### src/hdl/bge_pkg.sv
// ----------------------------------------------------------------------------
// bge_pkg: shared types and constants for the breakpoint gain envelope
// Point record, item kinds, result codes and the exp2 root table.
// ----------------------------------------------------------------------------
package bge_pkg;

	typedef struct packed {
		logic [31:0] ptime;
		logic [15:0] pgain;
	} point_t;

	typedef logic [31:0] root_tab_t [0:16];

	localparam logic [2:0] KIND_INSERT     = 3'd0;
	localparam logic [2:0] KIND_EVAL       = 3'd1;
	localparam logic [2:0] KIND_COLLAPSE   = 3'd2;
	localparam logic [2:0] KIND_EXPAND     = 3'd3;
	localparam logic [2:0] KIND_SET_LENGTH = 3'd4;

	localparam logic [1:0] ST_OK      = 2'd0;
	localparam logic [1:0] ST_FULL    = 2'd1;
	localparam logic [1:0] ST_OUTSIDE = 2'd2;

	localparam logic [15:0] UNITY    = 16'h8000;
	localparam logic [31:0] TIME_MAX = 32'hFFFF_FFFF;
	localparam logic [31:0] ONE_Q30  = 32'h4000_0000;

	// Chain of Q2.30 roots 2^(2^-i), each the truncated square root of the last
	function automatic root_tab_t root_table();
		root_tab_t   tab;
		logic [63:0] c;
		logic [63:0] v;
		logic [63:0] res;
		logic [63:0] bit_q;
		c = 64'd1 << 31;
		tab[0] = c[31:0];
		for (int i = 1; i <= 16; i++) begin
			v = c << 30;
			res = '0;
			bit_q = 64'd1 << 62;
			for (int j = 0; j < 32; j++) begin
				if (v >= res + bit_q) begin
					v = v - (res + bit_q);
					res = (res >> 1) + bit_q;
				end else begin
					res = res >> 1;
				end
				bit_q = bit_q >> 2;
			end
			c = res;
			tab[i] = c[31:0];
		end
		return tab;
	endfunction

	localparam root_tab_t ROOT_Q30 = root_table();

	function automatic logic [3:0] msb16(logic [15:0] g);
		logic [3:0] p;
		p = '0;
		for (int i = 0; i < 16; i++) begin
			if (g[i]) p = 4'(i);
		end
		return p;
	endfunction

endpackage

### src/hdl/bge_mul.sv
// ----------------------------------------------------------------------------
// bge_mul: shared 32 x 32 unsigned multiplier
// Used for log squaring, interpolation products and exp root products.
// ----------------------------------------------------------------------------
module bge_mul (
	input  logic [31:0] a,
	input  logic [31:0] b,
	output logic [63:0] p
);
	import bge_pkg::*;

	assign p = {32'b0, a} * {32'b0, b};

endmodule

### config.mk
export PLATFORM = sky130hd
export DESIGN_NAME = bge_mul
export DESIGN_NICKNAME = d
export VERILOG_FILES = /design/src/hdl/bge_pkg.sv /design/src/hdl/bge_mul.sv
export SDC_FILE = /design/constraint.sdc
export NUM_CORES = 2
export LEC_CHECK = 0
export BUFFER_PORTS_ARGS = -buffer_cell sky130_fd_sc_hd__buf_2
export CORE_MARGIN = 2
export CORE_UTILIZATION = 55
export DETAILED_ROUTE_END_ITERATION = 12
export PLACE_DENSITY = 0.79
export SLEW_MARGIN = 5
export SYNTH_ARGS = -nofsm -noshare
export SYNTH_HDL_FRONTEND = slang
export SYNTH_SLANG_ARGS = --single-unit
export TNS_END_PERCENT = 20
### constraint.sdc
create_clock -name vclk -period 7.4
set_clock_uncertainty 0.05 [all_clocks]
set_input_delay 0.74 -clock vclk [all_inputs]
set_output_delay 0.74 -clock vclk [all_outputs]
set_load 0.01 [all_outputs]
# Word level (Yosys, flattened, before mapping)
# Cells that the tools add are included.
# word_totals
ff_bits	0
in_bits	64
wordCells	1
# op_classes
multipliers	1
# op_table
cell	count
$mul A32 B32 Y64	1

# Longest topological paths before layout
# depth
depth_word	1
depth_mapped	28
mapped_depth_nobuf	27

# Least setup slack after synthesis
# No wires, ideal clock.
# synth_timing
path_type	input -> output
startpoint	in a[25]
endpoint	out p[57]
t_arrival_ns	7.405
required_ns	6.610
slack_ns	-0.795
stages	26
path_cell_list	clkbuf_1 nand2_1 fa_1 inv_1 fa_1 inv_1 fa_1 inv_1 fa_1 fa_1 inv_1 fa_1 fa_1 fa_1 inv_1 ha_1 clkbuf_1 a21oi_1 o21ai_0 a221o_1 a21oi_1 o22a_1 a21oi_1 a211oi_1 o21ai_0 xor2_1
# synth_via
elab_chain_len	1
# synth_rtl
item	line_no	source
from (decl)	bge_mul.sv:6	input logic [31:0] a,
$mul A32 B32 Y64	bge_mul.sv:12	assign p = {32'b0, a} * {32'b0, b};
to (decl)	bge_mul.sv:8	output logic [63:0] p
# Every way passes these cells.

# Worst setup path in the final report
# layout_timing
startpoint	in a[7]
endpoint	out p[54]
# Same word-level chain as after synthesis.

==> summary.md <==
| Metric | Value |
|---|---|
| Status | complete, but fails checks |
| Failing checks | setup timing |
| Critical Path Fanout Max | 10 |
| Num ports | ~130 |
| First-pass GRT wire length | around 160000 µm |
| Fmax | 117 MHz |
| Critical Path Slowest Stage Cell | fa_1 |
| Vias in the first global route | 29600 |
| Mux contribution to synthesized area | 0 |
| Routed wire length | 97200 µm |
| Cts hold-fix bufs | 0 |
| Count of cell types in the netlist | 56 |
| Final Wtd Congestion | 0.960 |
| TritonRoute pass-1 iters | 6 |
| Final setup fails | 49 |
| Layout cell share with drive strength beyond 1 | 0.220 |
| CLK BUF | 0 |
| Xor/xnor cell area share of the yosys netlist | 0.0166 |
| Area Growth Syn to Fin | 20.7% |
| DR vias | 26800 |
| Core area | 0.0601 mm² |
| Post-Syn Instances | 3697 |
| Largest family of logic cells by synthesized area | adder cells |
| RSZ-0062 raised after global routing | true |
| Max Cap Violations | 0 |
| DPL Wire Length | 79700 µm |
| FP Rows | 90 |
| Worst hold path type | primary input to output pin |
| Synth Area in Adders | 0.637 |
| NumNets Final | around 5300 |
| Mapped Area | 0.0333 mm² |
| Sequential cells | 0 |
| Reg area | 0 µm² |
| Overflow after GRT | 0 |
| Routed wire per std cell | 20.0 µm |
| Synth Area in Compound Gates | 0.0423 |
| Critical path class | primary input to output pin |
| Setup crit start kind | primary input |
| Final hold vios | 0 |
| Period Utilization, post-route | 1.15 |
| Count leader, synth | fa_1 |
| Post-Synth Simple-Gate Area | 0.181 |
| Cell Area, Placed | 0.0376 mm² |
| Min cycle time layout | 8.55 ns |
| Most common library cells after synthesis | fa_1 (896), inv_1 (869), and2_1 (599) |
| Crit end category | output pin |
| WP data arrival | 7.76 ns |
| WP buf/inv | 11 |
| Slowest stage delay, CP | 0.53 ns |
| Syn Area/Cell | 9.02 µm² |
| Initial DRC Count | 2008 |
| Synth warn | 0 |
| Largest net degree at the start of global routing | 26 |
| Sequential fraction of the synthesis area | 0 |
| Crit path top cell by count | fa_1 |
| Total track usage | 0.315 |
| Vias per inst | about 5.5 |
| Die area | 0.0626 mm² |
| Critical path's top delay family | adder cells |
| Rel. slew slack | 0.557 |
| # port buffers | about 130 |
| WP data required | 6.61 ns |
| Final Instance Area | 0.0402 mm² |
| Die H | 250 µm |
| Synth top area share | 0.538 |
| Worst slew pin tran | between 0.6 and 0.7 ns |
| Antenna violations before repair | 2 |
| Final WS setup | -1.15 ns |
| Drc violations | 0 |
| Chip width | 250 µm |
| Synth top area cells | fa_1 (54%), and2_1 (11%), ha_1 (9.9%) |
| Initial cell density of the core | 0.554 |
| Synthesized Nets | 4920 |
| Area leader, netlist | fa_1 |
| Final Slew Violations | 0 |
| Antenna viol nets, final | 0 |
[what timing repair did]
item / 4_1_cts / 5_1_grt
endpoints found under the setup margin: 50 / 50
setup buffers: 43 / 10
pin swaps: 193 / 79
cloned: 6 / 0
resized for setup: 384 / 137
[worst min-delay path, cell delays in order]
cell    delay [ns]
buf_2         0.10
buf_12        0.15
and2_1        0.13
buf_2         0.12
[routing by layer]
layer / vias to the layer above / part of all wire / track usage
met4: 2 / 0.047 / 0.109
met5: - / 0.000082 / 0
met3: 326 / 0.099 / 0.0647
met2: 1362 / 0.48 / 0.523
met1: 13600 / 0.37 / 0.413
li1: 11400 / - / -
[cells in the final DEF, fill, tap and decap left out, drive strengths merged, types with 3 or more instances in the layout]
cell type and n:
nand4 25, inv 869, clkbuf 4, bufbuf 4
o21bai 14, nor2 31, and2 599, a21boi 5
a31oi 7, nand2 484, o21a 5, nand3 7
a21oi 81, o21ai 47, xnor2 38, nor2b 5
nand2b 3, a21o 19, o41ai 3, a221oi 5
ha 263, a211o 3, o221ai 4, fa 896
and3 5, buf 593, xor2 25, nor3 5
a211oi 4, o211ai 5
[path summary, 6_finish.rpt]
kind / cells after the start / from / to / slack (ns)
setup / recovery: 29 / a[7] / p[54] / -1.15
hold / removal: 4 / a[0] / p[0] / 1.94
[cell families after synthesis]
| logic type | after synthesis |
|---|---|
| buffers and inverters | 1090 |
| AND/OR/NAND/NOR | 1171 |
| AO/OA/AOI/OAI | 214 |
| XOR/XNOR | 63 |
| adder cells (fa/ha/maj) | 1159 |
[layout make-up]
class | count | area (µm²)
inverter | 869 | 3260
multi-input combinational | 2607 | 30700
fill | 4193 | 19900
timing repair buffer | 601 | 5270
tap | 782 | 978
antenna | 2 | 5.00
[stage by stage]
step | TNS [ns] | std cells | hold WS (ns) | utilization | worst slack, ns
finish | -37.80 | 4861 | 1.94 | 0.669 | -1.15
global route | -46.03 | 4860 | 1.95 | 0.669 | -1.34
CTS | -36.61 | 4850 | 1.94 | 0.659 | -1.20
detailed placement | -52.73 | 4803 | 1.94 | 0.626 | -1.56
global placement | -49.14 | 4803 | 1.93 | 0.626 | -1.53
floorplan | -9.56 | 3697 | 1.58 | - | -0.578
Power is not shown: default switching activity piles up to over one toggle a cycle in this logic, so the estimate is an artifact.
